===== config.mk =====
export PLATFORM = sky130hd
export DESIGN_NAME = phase_unwrap_pixel
export DESIGN_NICKNAME = d
export VERILOG_FILES = /design/src/rtl/core/pup_pkg.sv /design/src/rtl/core/pup_lane.sv /design/src/rtl/core/pup_merge.sv /design/src/rtl/core/pup_div.sv /design/src/rtl/core/phase_unwrap_pixel.sv
export SDC_FILE = /design/constraint.sdc
export NUM_CORES = 2
export LEC_CHECK = 0
export ABC_CLOCK_PERIOD_IN_PS = 86600
export BUFFER_PORTS_ARGS = -buffer_cell sky130_fd_sc_hd__buf_2
export CORE_AREA = 3 3 521 652
export DETAILED_ROUTE_END_ITERATION = 16
export DIE_AREA = 0 0 524 655
export PLACE_DENSITY_LB_ADDON = 0.1
export SLEW_MARGIN = 0
export SYNTH_ARGS = -nofsm -noshare
export SYNTH_HDL_FRONTEND = slang
export SYNTH_SLANG_ARGS = --single-unit

===== constraint.sdc =====
create_clock -name clk -period 86.6 [get_ports clk]
set_clock_uncertainty 0.1 [all_clocks]
set_input_delay 17.32 -clock clk [delete_from_list [all_inputs] [get_ports clk]]
set_output_delay 17.32 -clock clk [all_outputs]
set_load 0.01 [all_outputs]

===== src/rtl/core/pup_pkg.sv =====
package pup_pkg;

	localparam int NUM_NB     = 8;
	localparam int PH_W       = 32;
	localparam int WRAP_W     = 16;
	localparam int CNT_W      = 4;
	localparam int GAIN_W     = 16;
	localparam int GAIN_SHIFT = 14;
	localparam logic [GAIN_W-1:0] GAIN_RESET = 16'd16384;

	// sums of eight terms grow by three bits
	localparam int SUMU_W = PH_W + 3;
	localparam int SUMD_W = WRAP_W + 3;

	localparam int DIV_STEP   = 8;
	localparam int DIV_STAGES = (SUMU_W + DIV_STEP - 1) / DIV_STEP;

	localparam int AVG_W   = SUMU_W + 1;
	localparam int MDIFF_W = SUMD_W + 1;
	localparam int PROD_W  = MDIFF_W + GAIN_W + 1;
	localparam int CORR_W  = PROD_W - GAIN_SHIFT;

	typedef struct packed {
		logic [CNT_W-1:0]         count;
		logic signed [WRAP_W-1:0] center;
		logic                     neg_u;
		logic                     neg_d;
	} side_t;

endpackage


===== src/rtl/core/pup_lane.sv =====
module pup_lane (
	input  logic                               clk,
	input  logic                               en,
	input  logic                               use_nb,
	input  logic signed [pup_pkg::WRAP_W-1:0]  center,
	input  logic signed [pup_pkg::PH_W-1:0]    phase,
	output logic signed [pup_pkg::PH_W-1:0]    phase_s1,
	output logic signed [pup_pkg::WRAP_W-1:0]  diff_s1
);
	import pup_pkg::*;

	logic signed [WRAP_W-1:0] diff;

	// wrapped difference keeps only the low bits
	assign diff = center - $signed(phase[WRAP_W-1:0]);

	always_ff @(posedge clk) begin
		if (en) begin
			phase_s1 <= use_nb ? phase : '0;
			diff_s1  <= use_nb ? diff : '0;
		end
	end

endmodule


===== src/rtl/core/pup_merge.sv =====
module pup_merge (
	input  logic                               clk,
	input  logic                               en,
	input  logic signed [pup_pkg::PH_W-1:0]    phase [pup_pkg::NUM_NB],
	input  logic signed [pup_pkg::WRAP_W-1:0]  diff [pup_pkg::NUM_NB],
	output logic signed [pup_pkg::SUMU_W-1:0]  sum_u_s4,
	output logic signed [pup_pkg::SUMD_W-1:0]  sum_d_s4
);
	import pup_pkg::*;

	logic signed [PH_W:0]     u_s2 [NUM_NB/2];
	logic signed [WRAP_W:0]   d_s2 [NUM_NB/2];
	logic signed [PH_W+1:0]   u_s3 [NUM_NB/4];
	logic signed [WRAP_W+1:0] d_s3 [NUM_NB/4];

	always_ff @(posedge clk) begin
		if (en) begin
			for (int i = 0; i < NUM_NB/2; i++) begin
				u_s2[i] <= (PH_W+1)'(phase[2*i]) + (PH_W+1)'(phase[2*i+1]);
				d_s2[i] <= (WRAP_W+1)'(diff[2*i]) + (WRAP_W+1)'(diff[2*i+1]);
			end
			for (int i = 0; i < NUM_NB/4; i++) begin
				u_s3[i] <= (PH_W+2)'(u_s2[2*i]) + (PH_W+2)'(u_s2[2*i+1]);
				d_s3[i] <= (WRAP_W+2)'(d_s2[2*i]) + (WRAP_W+2)'(d_s2[2*i+1]);
			end
			sum_u_s4 <= SUMU_W'(u_s3[0]) + SUMU_W'(u_s3[1]);
			sum_d_s4 <= SUMD_W'(d_s3[0]) + SUMD_W'(d_s3[1]);
		end
	end

endmodule


===== src/rtl/core/pup_div.sv =====
module pup_div #(
	parameter int W = 35
) (
	input  logic                        clk,
	input  logic                        en,
	input  logic [W-1:0]                dividend,
	input  logic [pup_pkg::CNT_W-1:0]   divisor,
	output logic [W-1:0]                quotient
);
	import pup_pkg::*;

	localparam int STAGES = (W + DIV_STEP - 1) / DIV_STEP;
	localparam int PW     = STAGES * DIV_STEP;

	typedef struct packed {
		logic [PW-1:0]    work;
		logic [CNT_W-1:0] rem;
		logic [CNT_W-1:0] dvs;
	} div_st_t;

	// restoring steps on a divisor of at most eight: remainder stays narrow
	function automatic div_st_t div_steps(div_st_t a);
		div_st_t          r;
		logic [CNT_W-1:0] t;
		r = a;
		for (int i = 0; i < DIV_STEP; i++) begin
			t      = {r.rem[CNT_W-2:0], r.work[PW-1]};
			r.work = {r.work[PW-2:0], 1'b0};
			if (t >= r.dvs) begin
				t         = t - r.dvs;
				r.work[0] = 1'b1;
			end
			r.rem = t;
		end
		return r;
	endfunction

	div_st_t st_in [STAGES];
	div_st_t div_s [STAGES];

	for (genvar g = 0; g < STAGES; g++) begin : g_stage
		if (g == 0) begin : g_first
			assign st_in[g] = '{work: PW'(dividend), rem: '0, dvs: divisor};
		end else begin : g_next
			assign st_in[g] = div_s[g-1];
		end
		always_ff @(posedge clk) begin
			if (en) begin
				div_s[g] <= div_steps(st_in[g]);
			end
		end
	end

	assign quotient = div_s[STAGES-1].work[W-1:0];

endmodule


===== src/rtl/core/phase_unwrap_pixel.sv =====
// phase_unwrap_pixel: one region-growing unwrap update per pixel word.
// input channel: in_valid/in_stall carries center_wrapped, the eight
//   neighbor phases up_phase_* and the neighbor_valid mask
// output channel: out_valid/out_stall carries unwrapped_phase,
//   used_count and saturated, one word per input word, in order
// config channel: cfg_valid/cfg_ready writes tau_gain; cfg_ready is
//   always high, write only while the block is empty
// throughput: one word per cycle while in_stall is low; the datapath
//   is fully pipelined (lanes, a three-level adder tree, a five-stage
//   divider of eight restoring steps each, multiply and final add)
// stall: a two-word output buffer; in_stall rises once the second slot
//   fills and the whole pipeline holds until out_stall drops
// reset: pipeline and buffer empty, tau_gain back to 1.0 (16384)
module phase_unwrap_pixel #(
	parameter int PHASE_BITS = 32
) (
	input  logic                                clk,
	input  logic                                arst_n,
	input  logic                                cfg_valid,
	output logic                                cfg_ready,
	input  logic [pup_pkg::GAIN_W-1:0]          tau_gain,
	input  logic                                in_valid,
	output logic                                in_stall,
	input  logic signed [pup_pkg::WRAP_W-1:0]   center_wrapped,
	input  logic signed [pup_pkg::PH_W-1:0]     up_phase_n,
	input  logic signed [pup_pkg::PH_W-1:0]     up_phase_s,
	input  logic signed [pup_pkg::PH_W-1:0]     up_phase_w,
	input  logic signed [pup_pkg::PH_W-1:0]     up_phase_e,
	input  logic signed [pup_pkg::PH_W-1:0]     up_phase_se,
	input  logic signed [pup_pkg::PH_W-1:0]     up_phase_ne,
	input  logic signed [pup_pkg::PH_W-1:0]     up_phase_sw,
	input  logic signed [pup_pkg::PH_W-1:0]     up_phase_nw,
	input  logic [pup_pkg::NUM_NB-1:0]          neighbor_valid,
	output logic                                out_valid,
	input  logic                                out_stall,
	output logic signed [pup_pkg::PH_W-1:0]     unwrapped_phase,
	output logic [pup_pkg::CNT_W-1:0]           used_count,
	output logic                                saturated
);
	import pup_pkg::*;

	localparam int ST_ABS  = 5;
	localparam int ST_DIV  = ST_ABS + DIV_STAGES;
	localparam int ST_FIX  = ST_DIV + 1;
	localparam int ST_MUL  = ST_FIX + 1;
	localparam int LAST    = ST_MUL + 1;
	localparam int R_W     = (PHASE_BITS > AVG_W ? PHASE_BITS : AVG_W) + 2;
	localparam logic signed [R_W-1:0] PH_MAX =
		{{(R_W-PHASE_BITS+1){1'b0}}, {(PHASE_BITS-1){1'b1}}};
	localparam logic signed [R_W-1:0] PH_MIN =
		{{(R_W-PHASE_BITS+1){1'b1}}, {(PHASE_BITS-1){1'b0}}};

	typedef struct packed {
		logic signed [PH_W-1:0] phase;
		logic [CNT_W-1:0]       count;
		logic                   sat;
	} res_t;

	function automatic logic [CNT_W-1:0] pop8(logic [NUM_NB-1:0] m);
		logic [CNT_W-1:0] c;
		c = '0;
		for (int i = 0; i < NUM_NB; i++) begin
			c = c + CNT_W'(m[i]);
		end
		return c;
	endfunction

	logic                   adv;
	logic [GAIN_W-1:0]      tau_gain_q;
	logic [LAST:1]          vld_s;
	side_t                  side_s [1:LAST];

	logic signed [PH_W-1:0]   nb_phase [NUM_NB];
	logic signed [PH_W-1:0]   phase_s1 [NUM_NB];
	logic signed [WRAP_W-1:0] diff_s1 [NUM_NB];
	logic signed [SUMU_W-1:0] sum_u_s4;
	logic signed [SUMD_W-1:0] sum_d_s4;

	logic [SUMU_W-1:0]         mag_u_s5;
	logic [SUMD_W-1:0]         mag_d_s5;
	logic [SUMU_W-1:0]         q_u;
	logic [SUMU_W-1:0]         q_d;
	logic signed [AVG_W-1:0]   avg_s11;
	logic signed [AVG_W-1:0]   avg_s12;
	logic signed [AVG_W-1:0]   avg_s13;
	logic signed [MDIFF_W-1:0] mdiff_s11;
	logic signed [GAIN_W:0]    gain_sx;
	logic signed [PROD_W-1:0]  prod_s12;
	logic signed [CORR_W-1:0]  corr_s13;

	logic signed [R_W-1:0] r_sum;
	res_t                  res;
	logic                  push;
	logic                  out_valid_q;
	logic                  skid_valid_q;
	res_t                  out_q;
	res_t                  skid_q;

	// the whole pipeline moves unless the second buffer slot is taken
	assign adv       = !skid_valid_q;
	assign in_stall  = skid_valid_q;
	assign cfg_ready = 1'b1;

	always_ff @(posedge clk or negedge arst_n) begin
		if (!arst_n) begin
			tau_gain_q <= GAIN_RESET;
		end else if (cfg_valid && cfg_ready) begin
			tau_gain_q <= tau_gain;
		end
	end

	assign nb_phase[0] = up_phase_n;
	assign nb_phase[1] = up_phase_s;
	assign nb_phase[2] = up_phase_w;
	assign nb_phase[3] = up_phase_e;
	assign nb_phase[4] = up_phase_se;
	assign nb_phase[5] = up_phase_ne;
	assign nb_phase[6] = up_phase_sw;
	assign nb_phase[7] = up_phase_nw;

	for (genvar k = 0; k < NUM_NB; k++) begin : g_lane
		pup_lane u_lane (
			.clk      (clk),
			.en       (adv),
			.use_nb   (neighbor_valid[k]),
			.center   (center_wrapped),
			.phase    (nb_phase[k]),
			.phase_s1 (phase_s1[k]),
			.diff_s1  (diff_s1[k])
		);
	end

	pup_merge u_merge (
		.clk      (clk),
		.en       (adv),
		.phase    (phase_s1),
		.diff     (diff_s1),
		.sum_u_s4 (sum_u_s4),
		.sum_d_s4 (sum_d_s4)
	);

	always_ff @(posedge clk or negedge arst_n) begin
		if (!arst_n) begin
			vld_s <= '0;
		end else if (adv) begin
			vld_s <= {vld_s[LAST-1:1], in_valid};
		end
	end

	always_ff @(posedge clk) begin
		if (adv) begin
			side_s[1] <= '{count: pop8(neighbor_valid), center: center_wrapped,
				neg_u: 1'b0, neg_d: 1'b0};
			for (int i = 2; i <= LAST; i++) begin
				if (i != ST_ABS) begin
					side_s[i] <= side_s[i-1];
				end
			end
			side_s[ST_ABS] <= '{count: side_s[ST_ABS-1].count,
				center: side_s[ST_ABS-1].center,
				neg_u: sum_u_s4[SUMU_W-1], neg_d: sum_d_s4[SUMD_W-1]};
			mag_u_s5 <= sum_u_s4[SUMU_W-1] ? SUMU_W'(-sum_u_s4) : SUMU_W'(sum_u_s4);
			mag_d_s5 <= sum_d_s4[SUMD_W-1] ? SUMD_W'(-sum_d_s4) : SUMD_W'(sum_d_s4);
		end
	end

	pup_div #(.W(SUMU_W)) u_div_u (
		.clk      (clk),
		.en       (adv),
		.dividend (mag_u_s5),
		.divisor  (side_s[ST_ABS].count),
		.quotient (q_u)
	);

	pup_div #(.W(SUMU_W)) u_div_d (
		.clk      (clk),
		.en       (adv),
		.dividend (SUMU_W'(mag_d_s5)),
		.divisor  (side_s[ST_ABS].count),
		.quotient (q_d)
	);

	assign gain_sx = $signed({1'b0, tau_gain_q});

	always_ff @(posedge clk) begin
		if (adv) begin
			avg_s11   <= side_s[ST_DIV].neg_u ? -$signed({1'b0, q_u}) : $signed({1'b0, q_u});
			mdiff_s11 <= side_s[ST_DIV].neg_d ? -$signed({1'b0, q_d[SUMD_W-1:0]})
				: $signed({1'b0, q_d[SUMD_W-1:0]});
			avg_s12   <= avg_s11;
			prod_s12  <= mdiff_s11 * gain_sx;
			avg_s13   <= avg_s12;
			// divide by one in Q2.14, rounding toward zero
			corr_s13  <= prod_s12[PROD_W-1]
				? CORR_W'((prod_s12 + PROD_W'((1 << GAIN_SHIFT) - 1)) >>> GAIN_SHIFT)
				: CORR_W'(prod_s12 >>> GAIN_SHIFT);
		end
	end

	assign r_sum = R_W'(avg_s13) + R_W'(corr_s13);

	always_comb begin
		res.count = side_s[LAST].count;
		res.sat   = 1'b0;
		res.phase = r_sum[PH_W-1:0];
		if (side_s[LAST].count == '0) begin
			res.phase = PH_W'(side_s[LAST].center);
		end else if (r_sum > PH_MAX) begin
			res.phase = PH_MAX[PH_W-1:0];
			res.sat   = 1'b1;
		end else if (r_sum < PH_MIN) begin
			res.phase = PH_MIN[PH_W-1:0];
			res.sat   = 1'b1;
		end
	end

	assign push = adv && vld_s[LAST];

	always_ff @(posedge clk or negedge arst_n) begin
		if (!arst_n) begin
			out_valid_q  <= 1'b0;
			skid_valid_q <= 1'b0;
		end else if (!out_valid_q || !out_stall) begin
			if (skid_valid_q) begin
				out_valid_q  <= 1'b1;
				skid_valid_q <= 1'b0;
			end else begin
				out_valid_q  <= push;
			end
		end else if (push) begin
			skid_valid_q <= 1'b1;
		end
	end

	always_ff @(posedge clk) begin
		if (!out_valid_q || !out_stall) begin
			out_q <= skid_valid_q ? skid_q : res;
		end else if (push) begin
			skid_q <= res;
		end
	end

	assign out_valid       = out_valid_q;
	assign unwrapped_phase = out_q.phase;
	assign used_count      = out_q.count;
	assign saturated       = out_q.sat;

`ifndef SYNTHESIS
	a_skid_needs_out: assert property (@(posedge clk) disable iff (!arst_n)
		skid_valid_q |-> out_valid_q)
		else $error("skid word held while output slot empty");

	a_skid_on_stall: assert property (@(posedge clk) disable iff (!arst_n)
		$rose(skid_valid_q) |-> $past(out_valid_q && out_stall))
		else $error("skid slot filled without a stalled output");

	a_count_range: assert property (@(posedge clk) disable iff (!arst_n)
		out_valid |-> used_count <= CNT_W'(NUM_NB))
		else $error("used_count above neighbor count");

	a_sat_needs_nb: assert property (@(posedge clk) disable iff (!arst_n)
		out_valid && saturated |-> used_count != '0)
		else $error("saturation flagged with no usable neighbor");
`endif

endmodule


==> flow_metrics.py <==
metrics = {
    "synth": {
        "ys_async_sr_fraction": 0.0187,
        "synth_seq_area_share": 0.495,
        "ys_types": 85,
        "syn_area_per_cell_um2": 11.8,
        "syn_inst": 8465,
        "synthesis.area_mm2": 0.100,
        "syn_nets": 10044,
        "synth-seq-cells": 1655,
        "synth_ff_type": "edfxtp_1",
        "yosysWarnings": 0,
        "synth-edff-count": 1624,
    },
    "clocking": {
        "cts_root_buf": "clkbuf_16",
        "cts_buffers": 191,
        "clk_pin_slew_ns": 0.06,
        "cts_tree": "yes",
        "clock_latency_ns": 0.86,
        "cts_hold_buf": 0,
        "htreeDepth": 4,
        "cts_buffer_depth": 4,
        "post_cts_buffers": 0,
        "clock-sinks": 1655,
        "cts_resized": 0,
    },
    "sta": {
        "period_minus_slack_ns": 20.09,
        "worstMarginPinSlew_ns": 1.13,
        "fin_crit_sh": 0.232,
        "hold_viol": 0,
        "slew_violations": 0,
        "slew_headroom": 0.250,
        "rsz0062_at_grt": "no",
        "fmax_mhz": 49.8,
        "holdWs_ns": 0.278,
        "setup_tns_ns": 0,
        "finalSetupViolCount": 0,
    },
    "setup_path": {
        "arrival_ns": 20.58,
        "slowest_stage": "inv_1",
        "start_kind": "primary input",
        "r2r_slack_ns": 73.40,
        "critPathKind": "primary input to flip-flop",
        "path_buf_inv": 3,
        "cp_top_family": "compound AO/OA/AOI/OAI gates",
        "worstPathMaxFanout": 10,
        "cp_slowest_stage_delay_ns": 0.76,
        "path_cells": "buf_2 -> buf_4 -> inv_1 -> fa_1 -> nor2b_1 -> o21ai_0 -> a21oi_1 -> o21ai_0 -> nand2b_1 -> a21oi_1 -> o211ai_1 -> a41oi_1 -> xnor2_1 -> and2_1",
        "endpoint_kind": "flip-flop",
        "crit_required_ns": 87.09,
    },
    "die": {
        "row_count": 237,
        "dieWidth_um": 524,
        "core-area_mm2": 0.334,
        "die-height_um": 655,
        "ioPinCount": 341,
        "initial_core_util": 0.300,
        "die_area_mm2": 0.343,
    },
    "route": {
        "route.detailed.drc": 0,
        "drtPass1Iterations": 7,
        "ant_nets": 0,
        "routed_wl_mm": 264,
        "vias_per_cell": 4.67,
        "drt_iter0_drc": 3414,
        "post_drt_wl_per_cell_um": 19.6,
        "vias": 62921,
    },
    "final_layout": {
        "multi_input_area_mm2": 0.0465,
        "n_fill_cell": 33090,
        "utilization": 0.339,
        "seqCellArea_mm2": 0.0495,
        "areaGrowthSynthToFinish_pct": 13.2,
        "nets": 10490,
        "drive_above_1_share": 0.0926,
    },
    "placement": {
        "gp_congestion": 0.838,
        "port_buffers": 339,
        "dp_hpwl_mm": 203,
    },
    "status": {
        "status": "finished clean",
    },
    "run": {
        "max_cap_violations": 0,
    },
    "min_path": {
        "hold_class": "flip-flop to flip-flop",
    },
    "global_routing": {
        "first_global_vias": 65913,
        "grt_first_pass_wirelength_mm": 403,
        "track_usage": 0.153,
        "grt_max_degree": 155,
        "overflow": 0,
        "antenna_found_initial": 14,
    },
}
[kinds of logic (layout without fill, tap and decap cells)]
family                   after synthesis  after routing  synth area share
AND/OR/NAND/NOR                     2181           2181             0.109
AO/OA/AOI/OAI                       1562           1562            0.0990
adder cells (fa/ha/maj)             1278           1278             0.190
XOR/XNOR                             559            559            0.0490
other                                  2              5         0.0000751
flip-flops                          1655           1655             0.495
multiplexers                         157            157            0.0169
buffers and inverters               1071           1659            0.0402
[path summary, 6_finish.rpt]
kind / startpoint / end / cells after the start
worst min register to register: u_div_u.div_s[0][87] / u_div_u.div_s[0][143] / 0
worst min-delay path: u_div_u.div_s[0][87] / u_div_u.div_s[0][143] / 0
min in group asynchronous: arst_n / vld_s[1] / 1
max in group asynchronous: arst_n / tau_gain_q[2] / 1
worst max-delay path: center_wrapped[1] / g_lane[0].u_lane.diff_s1[14] / 14
worst max register to register: u_div_u.div_s[0][97] / u_div_d.div_s[0][149] / 54
[cells in the final DEF, fill, tap and decap left out, types with 20 or more instances in the layout]
master / netlist / routed
o21a_1: 72 / 72
o41ai_1: 22 / 22
and3b_1: 20 / 20
nor2_1: 443 / 443
a211oi_1: 27 / 27
mux2_2: 92 / 92
nand4_1: 27 / 27
o31ai_1: 40 / 40
inv_1: 918 / 918
nand3_1: 119 / 119
a31oi_1: 42 / 42
nor3_1: 162 / 162
nor2b_1: 86 / 86
clkinv_2: 0 / 39
buf_2: 1 / 339
o211ai_1: 44 / 44
or3_1: 44 / 44
ha_1: 876 / 876
fa_1: 402 / 402
clkbuf_1: 147 / 31
nand2b_1: 99 / 99
a21oi_1: 483 / 483
dfrtp_1: 30 / 29
edfxtp_1: 1624 / 1624
xor2_1: 154 / 154
mux2i_1: 65 / 65
and2_1: 405 / 405
or2_2: 29 / 29
buf_4: 1 / 65
clkbuf_16: 0 / 193
o21bai_1: 48 / 48
and3_1: 79 / 79
a21o_1: 193 / 193
xnor2_1: 405 / 405
o21ai_0: 363 / 363
clkinv_1: 1 / 30
a21boi_0: 30 / 30
nand2_1: 573 / 573
[final cells by class]
| cell class | instances | share of cell area |
|---|---|---|
| diodes | 3 | 0.0000663 |
| clock buffers | 224 | 0.0437 |
| clock inverters | 111 | 0.00956 |
| inverters | 919 | 0.0305 |
| multi-input cells | 5739 | 0.410 |
| flip-flops and latches | 1655 | 0.438 |
| well taps | 4421 | 0.0489 |
| repair buffers | 405 | 0.0195 |
[per-stage QoR]
step | instance area [um2] | setup WS [ns] | instances
after global routing | 113000 | 66.29 | 13477
after detailed placement | 107000 | 65.60 | 13139
after CTS | 113000 | 66.53 | 13474
after floorplan | 100000 | 38.25 | 8465
after global placement | 107000 | 65.56 | 13139
final | 113000 | 66.51 | 13477
[worst reg2reg max path, delay by kind of cell, from the launching register on]
family,cells,cell delay [ns]
multiplexers,8,3.24
adder cells (fa/ha/maj),8,2.38
flip-flops,1,0.32
AND/OR/NAND/NOR,12,0.69
AO/OA/AOI/OAI,18,4.97
buffers and inverters,8,1.27
[metal layers]
metal,vias up,wire [um],global-route usage
met5,-,0,0
met4,0,8990,0.0516
met3,349,7990,0.0158
met2,1069,135000,0.278
met1,30610,111000,0.188
li1,30893,-,-
[cell usage after synthesis, types with 40 or more instances]
cell type,n,area [um2]
o21bai_1,48,360
xor2_1,154,1350
a21o_1,193,1450
nand3_1,119,596
nor2b_1,86,538
o21ai_0,363,1820
and2_1,405,2530
a21oi_1,483,2420
nand2_1,573,2150
mux2_2,92,1040
a31oi_1,42,263
o21a_1,72,541
fa_1,402,8050
xnor2_1,405,3550
inv_1,918,3450
or3_1,44,275
o31ai_1,40,300
and3_1,79,494
nor3_1,162,811
nor2_1,443,1660
mux2i_1,65,651
clkbuf_1,147,552
ha_1,876,11000
nand2b_1,99,619
o211ai_1,44,330
edfxtp_1,1624,48800
[registers in the layout, summed over array words and instances, names as in the netlist, 13 cells and up]
name,flops
avg_s11,36
avg_s12,36
avg_s13,36
corr_s13,23
g_lane.u_lane.diff_s1,128
g_lane.u_lane.phase_s1,256
mag_d_s5,19
mag_u_s5,35
mdiff_s11,20
prod_s12,37
side_s,252
skid_q,37
tau_gain_q,16
u_div_d.div_s,107
u_div_u.div_s,207
u_merge.d_s2,68
u_merge.d_s3,36
u_merge.sum_d_s4,19
u_merge.sum_u_s4,35
u_merge.u_s2,132
u_merge.u_s3,68
unwrapped_phase,32
vld_s,13
Power is left out: the tool's default activity adds up to more than one toggle a clock period on the data nets, which glitch-free logic cannot reach.
